File: src/rtl/core/bcm_pkg.sv
// Shared types and constants for the blocking channel mailbox.
// Used by the controller, the datapath, the top level and the checker.
// No dependencies.
`timescale 1ns / 1ps

package bcm_pkg;

  // Default sizes, handed down from the top level
  localparam int RING_DEPTH_DEF = 16;
  localparam int NUM_REQ_DEF    = 8;

  // Fixed field widths
  localparam int OP_W     = 2;
  localparam int REQ_W    = 3;
  localparam int DATA_W   = 32;
  localparam int STATUS_W = 2;
  localparam int CAP_W    = 5;

  // Operation codes
  localparam logic [OP_W-1:0] OP_SEND  = 2'd0;
  localparam logic [OP_W-1:0] OP_RECV  = 2'd1;
  localparam logic [OP_W-1:0] OP_CLOSE = 2'd2;

  // Completion status codes
  localparam logic [STATUS_W-1:0] ST_OK     = 2'd0;
  localparam logic [STATUS_W-1:0] ST_CLOSED = 2'd1;
  localparam logic [STATUS_W-1:0] ST_BUSY   = 2'd2;

  // Capacity register value after reset
  localparam logic [CAP_W-1:0] CAP_RESET = 5'd16;

  // Request word
  typedef struct packed {
    logic [OP_W-1:0]   op;
    logic [REQ_W-1:0]  requester;
    logic [DATA_W-1:0] data;
  } in_word_t;

  // Completion word
  typedef struct packed {
    logic [REQ_W-1:0]    target;
    logic [STATUS_W-1:0] status;
    logic [DATA_W-1:0]   value_out;
    logic                last;
  } out_word_t;

  // Controller to datapath commands
  typedef struct packed {
    logic load;       // capture the request word
    logic exec;       // commit the request and issue its first completion
    logic emit_hold;  // issue the held second completion
    logic drain_pop;  // wake the next parked requester after a close, receivers first
  } dp_cmd_t;

  // Datapath to controller status
  typedef struct packed {
    logic slot_free;    // output register can take a word this cycle
    logic has_second;   // the request gives a second completion
    logic start_drain;  // request is a close with requesters parked
    logic drain_more;   // more than one requester still parked
  } dp_status_t;

endpackage

File: src/rtl/core/bcm_stream_if.sv
// Valid/ready stream interface carrying one payload word per handshake.
// Payload type is a parameter; the mailbox uses bcm_pkg word types.
`timescale 1ns / 1ps

interface bcm_stream_if #(
  parameter type payload_t = logic
) ();

  logic     valid;
  logic     ready;
  payload_t payload;

  modport source (output valid, output payload, input ready);
  modport sink   (input valid, input payload, output ready);

endinterface

File: src/rtl/core/bcm_ctrl.sv
// Sequencing controller for the blocking channel mailbox.
// Drives dp_cmd_t to bcm_datapath and reads its dp_status_t; uses bcm_pkg.
`timescale 1ns / 1ps

module bcm_ctrl (
  input  logic                clk_i,
  input  logic                rst_ni,
  input  logic                in_valid_i,
  output logic                in_ready_o,
  output bcm_pkg::dp_cmd_t    cmd_o,
  input  bcm_pkg::dp_status_t status_i
);

  typedef enum logic [2:0] {
    S_IDLE,
    S_LOAD,
    S_EXEC,
    S_SECOND,
    S_DRAIN_POP,
    S_DRAIN_WAIT
  } state_e;

  state_e state_q, state_d;
  logic   in_ready_q;

  assign in_ready_o = in_ready_q;

  // Next state and commands
  always_comb begin
    state_d         = state_q;
    cmd_o           = '0;
    cmd_o.load      = in_ready_q & in_valid_i;
    case (state_q)
      S_IDLE: begin
        if (in_ready_q && in_valid_i) begin
          state_d = S_LOAD;
        end
      end
      S_LOAD: begin
        // memory heads settle
        state_d = S_EXEC;
      end
      S_EXEC: begin
        if (status_i.slot_free) begin
          cmd_o.exec = 1'b1;
          if (status_i.has_second) begin
            state_d = S_SECOND;
          end else if (status_i.start_drain) begin
            state_d = S_DRAIN_POP;
          end else begin
            state_d = S_IDLE;
          end
        end
      end
      S_SECOND: begin
        if (status_i.slot_free) begin
          cmd_o.emit_hold = 1'b1;
          state_d         = S_IDLE;
        end
      end
      S_DRAIN_POP: begin
        if (status_i.slot_free) begin
          cmd_o.drain_pop = 1'b1;
          state_d         = status_i.drain_more ? S_DRAIN_WAIT : S_IDLE;
        end
      end
      S_DRAIN_WAIT: begin
        // new queue head is being read
        state_d = S_DRAIN_POP;
      end
      default: begin
        state_d = S_IDLE;
      end
    endcase
  end

  // Hold state and the registered ready
  always_ff @(posedge clk_i or negedge rst_ni) begin
    if (!rst_ni) begin
      state_q    <= S_IDLE;
      in_ready_q <= 1'b1;
    end else begin
      state_q    <= state_d;
      in_ready_q <= (state_d == S_IDLE);
    end
  end

endmodule

File: src/rtl/core/bcm_datapath.sv
// Datapath of the blocking channel mailbox: ring buffer, wait queues, parked values,
// waiting mask, capacity register and the output register. Uses bcm_pkg; driven by bcm_ctrl.
`timescale 1ns / 1ps

module bcm_datapath #(
  parameter int RING_DEPTH     = bcm_pkg::RING_DEPTH_DEF,
  parameter int NUM_REQUESTERS = bcm_pkg::NUM_REQ_DEF
) (
  input  logic                       clk_i,
  input  logic                       rst_ni,
  input  logic                       cap_we_i,
  input  logic [bcm_pkg::CAP_W-1:0]  cap_wdata_i,
  input  bcm_pkg::in_word_t          in_word_i,
  input  bcm_pkg::dp_cmd_t           cmd_i,
  output bcm_pkg::dp_status_t        status_o,
  input  logic                       out_ready_i,
  output logic                       out_valid_o,
  output bcm_pkg::out_word_t         out_word_o
);

  localparam int PW   = (RING_DEPTH > 1) ? $clog2(RING_DEPTH) : 1;
  localparam int IDW  = $clog2(NUM_REQUESTERS);
  localparam int CNTW = IDW + 1;
  localparam int NW   = (PW + 1 > bcm_pkg::CAP_W) ? PW + 1 : bcm_pkg::CAP_W;

  typedef enum logic [3:0] {
    A_NONE,
    A_SEND_CLOSED,
    A_HANDOFF,
    A_SEND_BUF,
    A_BUSY,
    A_SEND_PARK,
    A_RECV_CLOSED,
    A_RECV_BUF,
    A_RECV_DIRECT,
    A_RECV_PARK,
    A_CLOSE
  } act_e;

  // Ring position after p, wrapping at the capacity in use
  function automatic logic [PW-1:0] ring_next(input logic [PW-1:0] p,
                                              input logic [bcm_pkg::CAP_W-1:0] c);
    logic [NW-1:0] p1;
    begin
      p1 = NW'(p) + NW'(1);
      return (p1 >= NW'(c)) ? '0 : PW'(p1);
    end
  endfunction

  // Queue head advance
  function automatic logic [IDW-1:0] q_inc(input logic [IDW-1:0] h);
    begin
      return (h == IDW'(NUM_REQUESTERS - 1)) ? '0 : h + IDW'(1);
    end
  endfunction

  // Queue tail slot
  function automatic logic [IDW-1:0] q_tail(input logic [IDW-1:0] h, input logic [CNTW-1:0] c);
    logic [CNTW-1:0] s;
    begin
      s = CNTW'(h) + c;
      if (s >= CNTW'(NUM_REQUESTERS)) begin
        s = s - CNTW'(NUM_REQUESTERS);
      end
      return IDW'(s);
    end
  endfunction

  function automatic bcm_pkg::out_word_t mk_word(input logic [bcm_pkg::REQ_W-1:0] tgt,
                                                 input logic [bcm_pkg::STATUS_W-1:0] st,
                                                 input logic [bcm_pkg::DATA_W-1:0] val,
                                                 input logic lst);
    bcm_pkg::out_word_t w;
    begin
      w.target    = tgt;
      w.status    = st;
      w.value_out = val;
      w.last      = lst;
      return w;
    end
  endfunction

  // Control state
  logic [bcm_pkg::CAP_W-1:0] cap_q;
  logic [PW-1:0]             rd_ptr_q, wr_ptr_q;
  logic [bcm_pkg::CAP_W-1:0] fill_q;
  logic                      closed_q;
  logic [IDW-1:0]            s_head_q, r_head_q;
  logic [CNTW-1:0]           s_cnt_q, r_cnt_q;
  logic [NUM_REQUESTERS-1:0] waiting_q;
  logic                      out_valid_q;

  // Payload registers
  bcm_pkg::in_word_t  item_q;
  bcm_pkg::out_word_t out_word_q, hold_q;

  // Memories and their registered read data
  logic [bcm_pkg::DATA_W-1:0] ring_mem [RING_DEPTH];
  logic [IDW-1:0]             s_mem    [NUM_REQUESTERS];
  logic [IDW-1:0]             r_mem    [NUM_REQUESTERS];
  logic [bcm_pkg::DATA_W-1:0] pv_mem   [NUM_REQUESTERS];
  logic [bcm_pkg::DATA_W-1:0] ring_rd_q, pv_rd_q;
  logic [IDW-1:0]             s_rd_q, r_rd_q;

  // Decode
  act_e                       act;
  logic [IDW-1:0]             rq;
  logic                       in_range, busy, s_any, r_any;
  logic [bcm_pkg::CAP_W-1:0]  eff_cap;
  logic [CNTW:0]              parked_sum;
  bcm_pkg::out_word_t         r1, r2, drain_w;
  logic                       has_r1, has_r2;
  logic                       ring_we, s_push, r_push, pv_we, load_out;
  logic [bcm_pkg::DATA_W-1:0] ring_wdata;

  assign rq         = IDW'(item_q.requester);
  assign in_range   = 32'(item_q.requester) < NUM_REQUESTERS;
  assign busy       = waiting_q[rq];
  assign s_any      = (s_cnt_q != '0);
  assign r_any      = (r_cnt_q != '0);
  assign eff_cap    = (32'(cap_q) > RING_DEPTH) ? bcm_pkg::CAP_W'(RING_DEPTH) : cap_q;
  assign parked_sum = (CNTW + 1)'(s_cnt_q) + (CNTW + 1)'(r_cnt_q);

  // Pick the action for the held request
  always_comb begin
    act = A_NONE;
    case (item_q.op)
      bcm_pkg::OP_SEND: begin
        if (closed_q) begin
          act = A_SEND_CLOSED;
        end else if (r_any) begin
          act = A_HANDOFF;
        end else if (eff_cap != '0 && fill_q < eff_cap) begin
          act = A_SEND_BUF;
        end else if (busy) begin
          act = A_BUSY;
        end else begin
          act = A_SEND_PARK;
        end
      end
      bcm_pkg::OP_RECV: begin
        if (closed_q && fill_q == '0 && !s_any) begin
          act = A_RECV_CLOSED;
        end else if (eff_cap != '0 && fill_q != '0) begin
          act = A_RECV_BUF;
        end else if (s_any) begin
          act = A_RECV_DIRECT;
        end else if (busy) begin
          act = A_BUSY;
        end else begin
          act = A_RECV_PARK;
        end
      end
      bcm_pkg::OP_CLOSE: begin
        act = closed_q ? A_NONE : A_CLOSE;
      end
      default: begin
        act = A_NONE;
      end
    endcase
    if (!in_range) begin
      act = A_NONE;
    end
  end

  // Build the completion words
  always_comb begin
    has_r1 = 1'b1;
    has_r2 = 1'b0;
    r1     = mk_word(item_q.requester, bcm_pkg::ST_OK, '0, 1'b1);
    r2     = mk_word(bcm_pkg::REQ_W'(s_rd_q), bcm_pkg::ST_OK, '0, 1'b1);
    case (act)
      A_SEND_CLOSED, A_RECV_CLOSED: begin
        r1 = mk_word(item_q.requester, bcm_pkg::ST_CLOSED, '0, 1'b1);
      end
      A_BUSY: begin
        r1 = mk_word(item_q.requester, bcm_pkg::ST_BUSY, '0, 1'b1);
      end
      A_HANDOFF: begin
        r1     = mk_word(bcm_pkg::REQ_W'(r_rd_q), bcm_pkg::ST_OK, item_q.data, 1'b0);
        r2     = mk_word(item_q.requester, bcm_pkg::ST_OK, '0, 1'b1);
        has_r2 = 1'b1;
      end
      A_SEND_BUF: begin
        r1 = mk_word(item_q.requester, bcm_pkg::ST_OK, '0, 1'b1);
      end
      A_RECV_BUF: begin
        r1     = mk_word(item_q.requester, bcm_pkg::ST_OK, ring_rd_q, !s_any);
        has_r2 = s_any;
      end
      A_RECV_DIRECT: begin
        r1     = mk_word(item_q.requester, bcm_pkg::ST_OK, pv_rd_q, 1'b0);
        has_r2 = 1'b1;
      end
      A_NONE, A_SEND_PARK, A_RECV_PARK, A_CLOSE: begin
        has_r1 = 1'b0;
      end
      default: begin
        has_r1 = 1'b0;
      end
    endcase
  end

  // Wake word during a close: receivers first, then senders
  assign drain_w = mk_word(r_any ? bcm_pkg::REQ_W'(r_rd_q) : bcm_pkg::REQ_W'(s_rd_q),
                           bcm_pkg::ST_CLOSED, '0, parked_sum <= (CNTW + 1)'(1));

  // Memory write controls
  assign ring_we    = cmd_i.exec && (act == A_SEND_BUF || (act == A_RECV_BUF && s_any));
  assign ring_wdata = (act == A_SEND_BUF) ? item_q.data : pv_rd_q;
  assign pv_we      = cmd_i.exec && (act == A_SEND_PARK);
  assign s_push     = pv_we && (s_cnt_q != CNTW'(NUM_REQUESTERS));
  assign r_push     = cmd_i.exec && (act == A_RECV_PARK) && (r_cnt_q != CNTW'(NUM_REQUESTERS));
  assign load_out   = (cmd_i.exec && has_r1) || cmd_i.emit_hold || cmd_i.drain_pop;

  assign status_o.slot_free   = !out_valid_q || out_ready_i;
  assign status_o.has_second  = has_r2;
  assign status_o.start_drain = (act == A_CLOSE) && (r_any || s_any);
  assign status_o.drain_more  = parked_sum > (CNTW + 1)'(1);

  assign out_valid_o = out_valid_q;
  assign out_word_o  = out_word_q;

  // Ring memory
  always_ff @(posedge clk_i) begin
    if (ring_we) begin
      ring_mem[wr_ptr_q] <= ring_wdata;
    end
    ring_rd_q <= ring_mem[rd_ptr_q];
  end

  // Wait queues and parked values
  always_ff @(posedge clk_i) begin
    if (s_push) begin
      s_mem[q_tail(s_head_q, s_cnt_q)] <= rq;
    end
    if (r_push) begin
      r_mem[q_tail(r_head_q, r_cnt_q)] <= rq;
    end
    if (pv_we) begin
      pv_mem[rq] <= item_q.data;
    end
    s_rd_q  <= s_mem[s_head_q];
    r_rd_q  <= r_mem[r_head_q];
    pv_rd_q <= pv_mem[s_rd_q];
  end

  // Payload registers
  always_ff @(posedge clk_i) begin
    if (cmd_i.load) begin
      item_q <= in_word_i;
    end
    if (cmd_i.exec) begin
      out_word_q <= r1;
      hold_q     <= r2;
    end else if (cmd_i.emit_hold) begin
      out_word_q <= hold_q;
    end else if (cmd_i.drain_pop) begin
      out_word_q <= drain_w;
    end
  end

  // Channel state
  always_ff @(posedge clk_i or negedge rst_ni) begin
    if (!rst_ni) begin
      cap_q       <= bcm_pkg::CAP_RESET;
      rd_ptr_q    <= '0;
      wr_ptr_q    <= '0;
      fill_q      <= '0;
      closed_q    <= 1'b0;
      s_head_q    <= '0;
      s_cnt_q     <= '0;
      r_head_q    <= '0;
      r_cnt_q     <= '0;
      waiting_q   <= '0;
      out_valid_q <= 1'b0;
    end else begin
      if (cap_we_i) begin
        cap_q <= cap_wdata_i;
      end

      // output register: load or drop when taken
      if (load_out) begin
        out_valid_q <= 1'b1;
      end else if (out_ready_i) begin
        out_valid_q <= 1'b0;
      end

      if (cmd_i.exec) begin
        case (act)
          A_HANDOFF: begin
            r_head_q          <= q_inc(r_head_q);
            r_cnt_q           <= r_cnt_q - CNTW'(1);
            waiting_q[r_rd_q] <= 1'b0;
          end
          A_SEND_BUF: begin
            wr_ptr_q <= ring_next(wr_ptr_q, eff_cap);
            fill_q   <= fill_q + bcm_pkg::CAP_W'(1);
          end
          A_SEND_PARK: begin
            if (s_push) begin
              s_cnt_q       <= s_cnt_q + CNTW'(1);
              waiting_q[rq] <= 1'b1;
            end
          end
          A_RECV_BUF: begin
            rd_ptr_q <= ring_next(rd_ptr_q, eff_cap);
            if (s_any) begin
              // refill the ring from the oldest parked sender
              s_head_q          <= q_inc(s_head_q);
              s_cnt_q           <= s_cnt_q - CNTW'(1);
              waiting_q[s_rd_q] <= 1'b0;
              wr_ptr_q          <= ring_next(wr_ptr_q, eff_cap);
            end else begin
              fill_q <= fill_q - bcm_pkg::CAP_W'(1);
            end
          end
          A_RECV_DIRECT: begin
            s_head_q          <= q_inc(s_head_q);
            s_cnt_q           <= s_cnt_q - CNTW'(1);
            waiting_q[s_rd_q] <= 1'b0;
          end
          A_RECV_PARK: begin
            if (r_push) begin
              r_cnt_q       <= r_cnt_q + CNTW'(1);
              waiting_q[rq] <= 1'b1;
            end
          end
          A_CLOSE: begin
            closed_q <= 1'b1;
          end
          default: begin
          end
        endcase
      end

      // wake one parked requester per pop
      if (cmd_i.drain_pop) begin
        if (r_any) begin
          r_head_q          <= q_inc(r_head_q);
          r_cnt_q           <= r_cnt_q - CNTW'(1);
          waiting_q[r_rd_q] <= 1'b0;
        end else begin
          s_head_q          <= q_inc(s_head_q);
          s_cnt_q           <= s_cnt_q - CNTW'(1);
          waiting_q[s_rd_q] <= 1'b0;
        end
      end
    end
  end

endmodule

File: src/rtl/core/blocking_channel_mailbox.sv
// Blocking channel mailbox: send, receive and close requests from numbered requesters come
// in one word at a time on cmd_i and complete on cpl_o. A request is taken only while the
// block is idle. Each request waits in a settle state after it is loaded, since the registered
// read chain from the wait queue head to the parked-value memory must settle before the request
// is committed; a request that gives two completions issues the second from a held register.
// A close that wakes parked requesters issues one wake word per requester woken, receivers
// first, and between words reads the new queue head. A stall on cpl_o with a word still held
// holds the sequence. No clearing pass is needed after reset. The capacity register may be
// written only while the block is idle; values above RING_DEPTH act as RING_DEPTH and 0
// selects direct handoff.
`timescale 1ns / 1ps

module blocking_channel_mailbox #(
  parameter int RING_DEPTH     = bcm_pkg::RING_DEPTH_DEF,
  parameter int NUM_REQUESTERS = bcm_pkg::NUM_REQ_DEF
) (
  input  logic                      clk_i,
  input  logic                      rst_ni,
  input  logic                      cfg_we_i,
  input  logic [bcm_pkg::CAP_W-1:0] cfg_wdata_i,
  bcm_stream_if.sink                cmd_i,
  bcm_stream_if.source              cpl_o
);

  bcm_pkg::dp_cmd_t    dp_cmd;
  bcm_pkg::dp_status_t dp_status;
  bcm_pkg::out_word_t  out_word;
  logic                in_ready;
  logic                out_valid;

  assign cmd_i.ready   = in_ready;
  assign cpl_o.valid   = out_valid;
  assign cpl_o.payload = out_word;

  bcm_ctrl u_ctrl (
    .clk_i      (clk_i),
    .rst_ni     (rst_ni),
    .in_valid_i (cmd_i.valid),
    .in_ready_o (in_ready),
    .cmd_o      (dp_cmd),
    .status_i   (dp_status)
  );

  bcm_datapath #(
    .RING_DEPTH     (RING_DEPTH),
    .NUM_REQUESTERS (NUM_REQUESTERS)
  ) u_datapath (
    .clk_i       (clk_i),
    .rst_ni      (rst_ni),
    .cap_we_i    (cfg_we_i),
    .cap_wdata_i (cfg_wdata_i),
    .in_word_i   (cmd_i.payload),
    .cmd_i       (dp_cmd),
    .status_o    (dp_status),
    .out_ready_i (cpl_o.ready),
    .out_valid_o (out_valid),
    .out_word_o  (out_word)
  );

endmodule

File: src/flat_wrapper.sv
// flat-port wrapper written by rule: the top's interface ports become plain ports
module blocking_channel_mailbox_flat import bcm_pkg::*;
#(
  parameter int RING_DEPTH     = bcm_pkg::RING_DEPTH_DEF,
  parameter int NUM_REQUESTERS = bcm_pkg::NUM_REQ_DEF
)
  (clk_i, rst_ni, cfg_we_i, cfg_wdata_i, cmd_i_valid, cmd_i_payload, cmd_i_ready, cpl_o_valid, cpl_o_payload, cpl_o_ready);
  bcm_stream_if #(.payload_t(in_word_t)) cmd_i_i ();
  bcm_stream_if #(.payload_t(out_word_t)) cpl_o_i ();
  input  logic clk_i;
  input  logic rst_ni;
  input  logic cfg_we_i;
  input  logic [bcm_pkg::CAP_W-1:0] cfg_wdata_i;
  input wire logic [$bits(cmd_i_i.valid)-1:0] cmd_i_valid;
  input wire logic [$bits(cmd_i_i.payload)-1:0] cmd_i_payload;
  output wire logic [$bits(cmd_i_i.ready)-1:0] cmd_i_ready;
  output wire logic [$bits(cpl_o_i.valid)-1:0] cpl_o_valid;
  output wire logic [$bits(cpl_o_i.payload)-1:0] cpl_o_payload;
  input wire logic [$bits(cpl_o_i.ready)-1:0] cpl_o_ready;
  assign cmd_i_i.valid = cmd_i_valid;
  assign cmd_i_i.payload = cmd_i_payload;
  assign cmd_i_ready = cmd_i_i.ready;
  assign cpl_o_valid = cpl_o_i.valid;
  assign cpl_o_payload = cpl_o_i.payload;
  assign cpl_o_i.ready = cpl_o_ready;
  blocking_channel_mailbox #(.RING_DEPTH(RING_DEPTH), .NUM_REQUESTERS(NUM_REQUESTERS)) u_core (.clk_i(clk_i), .rst_ni(rst_ni), .cfg_we_i(cfg_we_i), .cfg_wdata_i(cfg_wdata_i), .cmd_i(cmd_i_i), .cpl_o(cpl_o_i));
endmodule
File: config.mk
export PLATFORM = sky130hd
export DESIGN_NAME = blocking_channel_mailbox_flat
export DESIGN_NICKNAME = d
export VERILOG_FILES = /design/src/rtl/core/bcm_pkg.sv /design/src/rtl/core/bcm_stream_if.sv /design/src/rtl/core/bcm_ctrl.sv /design/src/rtl/core/bcm_datapath.sv /design/src/rtl/core/blocking_channel_mailbox.sv /design/src/flat_wrapper.sv
export SDC_FILE = /design/constraint.sdc
export NUM_CORES = 1
export LEC_CHECK = 0
export BUFFER_PORTS_ARGS = -buffer_cell sky130_fd_sc_hd__buf_4
export CELL_PAD_IN_SITES_DETAIL_PLACEMENT = 0
export CELL_PAD_IN_SITES_GLOBAL_PLACEMENT = 1
export CORE_MARGIN = 2
export CORE_UTILIZATION = 53
export DETAILED_ROUTE_END_ITERATION = 8
export PLACE_DENSITY_LB_ADDON = 0.1
export SLEW_MARGIN = 30
export SYNTH_ARGS = -nofsm -noshare
export SYNTH_HDL_FRONTEND = slang
export SYNTH_SLANG_ARGS = --single-unit
File: constraint.sdc
create_clock -name clk_i -period 6.7 [get_ports clk_i]
set_clock_uncertainty 0.05 [all_clocks]
set_input_delay 0 -clock clk_i [delete_from_list [all_inputs] [get_ports clk_i]]
set_output_delay 0 -clock clk_i [all_outputs]
set_load 0.05 [all_outputs]
==> impl_metrics.yaml <==
run_status:
  outcome: "finished clean"
die:
  num_io_pins: 87
  dieArea_um2: 76700
  coreArea_um2: 74100
  rows: 100
  initial_core_util: 0.533
  fp.dieW_um: 277
  die_y_um: 277
global_routing:
  antenna_found_initial: 9
  grt_pass1_vias: 22200
  overflow: 0
  grt_max_degree: 82
  grt_pass1_wl_mm: 145
  track_usage: 0.257
timing:
  maxSlewHeadroom: 0.371
  setup_tns_ps: 0
  rsz0062_at_grt: "false"
  fmaxAchievable_ghz: 0.209
  setup_viol: 0
  hold_viol: 0
  max_slew.worst_pin.slew_ps: 943
  worst_slack_ps: 1920
  min_period_ps: 4780
  drv_slew: 0
  finalCritPeriodShare: 0.713
clock_network:
  cts_setup_buffers: 0
  clk-insertion-delay-late_ps: 660
  cts_sinks: 1010
  clkSlewWorstSetupHoldPaths_ps: 60
  cts-buffers-inserted: 104
  cts_buffer_depth: 3
  cts_tree: "built"
  htree_levels: 3
  cts_root_buffer: "clkbuf_16"
route:
  routedWlPerCell_um: 27.7
  route.final.wire_length_mm: 98.3
  drtPass1Iterations: 8
  viasPerCell: 6.17
  ant_nets: 0
  drtIter0Drc: 2528
  vias: 21900
  drc_errors: 0
power_and_ir_drop:
  switching_share: 0.321
  switchingPower_mw: 6.15
  powerDensity_nw_per_um2: 418
  p_int_mw: 13.0
  power_mw: 19.1
  power_frac_comb: 0.244
  p_clk_frac: 0.296
  ir_drop_mv: 0.254
  power_leakage_nw: 15.2
  pwr-share-seq: 0.460
synth:
  synth_area_leaders: "edfxtp_1 68%, mux4_2 4.3%, dfxtp_1 3.6%"
  ys.flop_type: "edfxtp_1"
  synth_fa_ha_area_frac: 0.0134
  syn_nets: 2393
  synth_warnings: 0
  synth_mux_area_frac: 0.0926
  synth_seq_cells: 1010
  synth_compound_area_frac: 0.0836
  yosys.area_share.simple: 0.0460
  ys_seq_area_frac: 0.745
  yosys.area.top_type_share: 0.680
  synth_top_family_by_area: "multiplexers"
  synthCells: 2306
  avgSynthCellArea_um2: 17.1
  yosys.area_share.xor_xnor: 0.00355
  syn_area_um2: 39500
  synthArstFlopShare: 0.0455
  synth_edf_count: 894
  yosysTopAreaCell: "edfxtp_1"
  ys_types: 82
placed_design:
  pre_cts_slack_ps: 1900
  dpl-instance-area_um2: 41600
  hpwlAfterDp_mm: 59.0
  place_congestion: 0.849
  io_buffers: 86
run:
  maxCapViolCount: 0
worst_setup_path:
  critPathArrivalTime_ps: 5040
  cp-startpoint: "u_core.u_datapath.s_cnt_q[1]"
  reg2reg_to: "u_core.u_datapath.ring_mem[11][3]"
  ff2ff_path_depth: 10
  crit_fanout: 17
  crit_path_end_kind: "register"
  r2r_slack_ps: 1920
  rr_startpoint: "u_core.u_datapath.s_cnt_q[1]"
  critical_path_class: "register to register"
  cp-start-kind: "register"
  worstPathRequired_ps: 6970
finish:
  finalInstanceArea_um2: 45800
  area_delta_synth_final_pct: 16.0
  drive_above_1_share: 0.193
  final-seq-area_um2: 29400
  antennaDiodeCount: 0
  multi_input_area_um2: 9670
  finalNetCount: 2585
  fill_cells: 5354
hold_path:
  holdPathEnd: "u_core.u_datapath.item_q[0]"
  hold_depth: 2
  min_from: "cmd_i_payload[0]"
  holdCritPathClass: "primary input to register"
registers in the layout (all words and copies together) (netlist names), 3 cells and up:
signal,flops
u_core.u_datapath.ring_mem,512
u_core.u_datapath.pv_mem,256
u_core.u_datapath.out_word_o,38
u_core.u_datapath.item_q,34
u_core.u_datapath.pv_rd_q,32
u_core.u_datapath.ring_rd_q,32
u_core.u_datapath.r_mem,24
u_core.u_datapath.s_mem,24
u_core.u_datapath.waiting_q,8
u_core.u_datapath.cap_q,5
u_core.u_datapath.fill_q,5
u_core.u_datapath.r_cnt_q,4
u_core.u_datapath.rd_ptr_q,4
u_core.u_datapath.s_cnt_q,4
u_core.u_datapath.wr_ptr_q,4
u_core.u_ctrl.state_q,3
u_core.u_datapath.hold_q,3
u_core.u_datapath.r_head_q,3
u_core.u_datapath.r_rd_q,3
u_core.u_datapath.rq,3
u_core.u_datapath.s_head_q,3
u_core.u_datapath.s_rd_q,3
through the flow:
stage / utilization / std cells / hold slack (ps)
finish: 0.618 / 3555 / 27.7
global route: 0.618 / 3555 / 14.4
CTS: 0.618 / 3554 / 3.36
detailed placement: 0.562 / 3289 / 34.0
global placement: 0.559 / 3281 / 32.8
floorplan: - / 2306 / -346
area by class of cell:
class / count / area share
multi-input combinational: 1143 / 0.211
clock inverter: 65 / 0.0142
timing repair buffer: 216 / 0.0436
inverter: 23 / 0.00189
clock buffer: 129 / 0.0600
sequential: 1010 / 0.643
tap: 969 / 0.0265
power by group through the flow:
stage | logic, mW | registers, mW | clock network (mW)
floorplan | 2.92 | 8.80 | 0
global placement | 4.40 | 8.96 | 0
detailed placement | 4.58 | 8.92 | 0
CTS | 4.64 | 8.80 | 5.75
global route | 5.02 | 8.87 | 5.98
finish | 4.66 | 8.81 | 5.67
cells in the final DEF, fill, tap and decap left out, drive strengths merged, types with 10 or more instances in the layout:
master / Yosys / final
nor3: 27 / 27
dlygate4sd3: 0 / 70
dfxtp: 70 / 70
xnor2: 11 / 11
a21o: 15 / 15
nand2: 112 / 112
a221oi: 32 / 32
clkbuf: 104 / 129
buf: 26 / 146
mux2: 73 / 73
dfrtp: 44 / 44
mux4: 76 / 76
inv: 22 / 30
nand4: 36 / 36
mux2i: 112 / 112
a21oi: 63 / 63
clkinv: 1 / 42
nand3: 16 / 16
o21ai: 78 / 78
a22oi: 161 / 161
nor2b: 13 / 13
nor3b: 10 / 10
nand2b: 20 / 20
ha: 36 / 36
nor2: 95 / 95
edfxtp: 894 / 894
a222oi: 32 / 32
synthesized netlist by cell type (36+ instances only):
cell	number
edfxtp_1	894
o21ai_0	69
mux2_2	63
mux4_2	76
a22oi_1	161
clkbuf_1	104
dfrtp_1	44
dfxtp_1	70
nand4_1	36
nand2_1	112
ha_1	36
a21oi_1	63
nor2_1	95
mux2i_1	112
logic make-up (layout without fill, tap and decap cells):
group	count (synthesis)	in the layout
AOI/OAI and AO/OA	455	455
buffers and inverters	153	433
muxes	261	261
DFF	1010	1010
xor gates and xnor gates	16	16
adders and majority gates	40	40
and+or+nand+nor	371	371
metal layers:
layer	track usage	part of all wire	up-vias
li1	-	-	9713
met1	0.385	0.44	11200
met2	0.396	0.46	885
met3	0.0467	0.085	134
met4	0.0624	0.021	0
met5	0	0	-
worst max path at each step:
| stage | to | slack, ps | cells after the start |
|---|---|---|---|
| global placement | u_core.u_datapath.ring_mem[4][16] | 1980 | 8 |
| global route | u_core.u_datapath.ring_mem[11][3] | 1720 | 10 |
| floorplan | u_core.u_datapath.pv_mem[4][0] | 1590 | 10 |
| finish | u_core.u_datapath.ring_mem[11][3] | 1920 | 10 |
| detailed placement | u_core.u_datapath.ring_mem[11][16] | 1900 | 8 |
| CTS | u_core.u_datapath.ring_mem[11][4] | 1810 | 8 |
critical path, cell delays in order, from the launching register on:
cell     delay, ps
dfrtp_1        480
inv_1          120
ha_1           280
nor3b_2        410
o21ai_1        130
a221o_1        420
o211a_2        390
o21ai_1        600
nand3_1        440
nor2_4         680
buf_4          440
timing repair:
item                      4_1_cts  5_1_grt
hold buffers                   71        0
hold endpoints to repair       94        0
gates resized for setup         0        0
No activity file was read; power rests on OpenSTA's default activity.
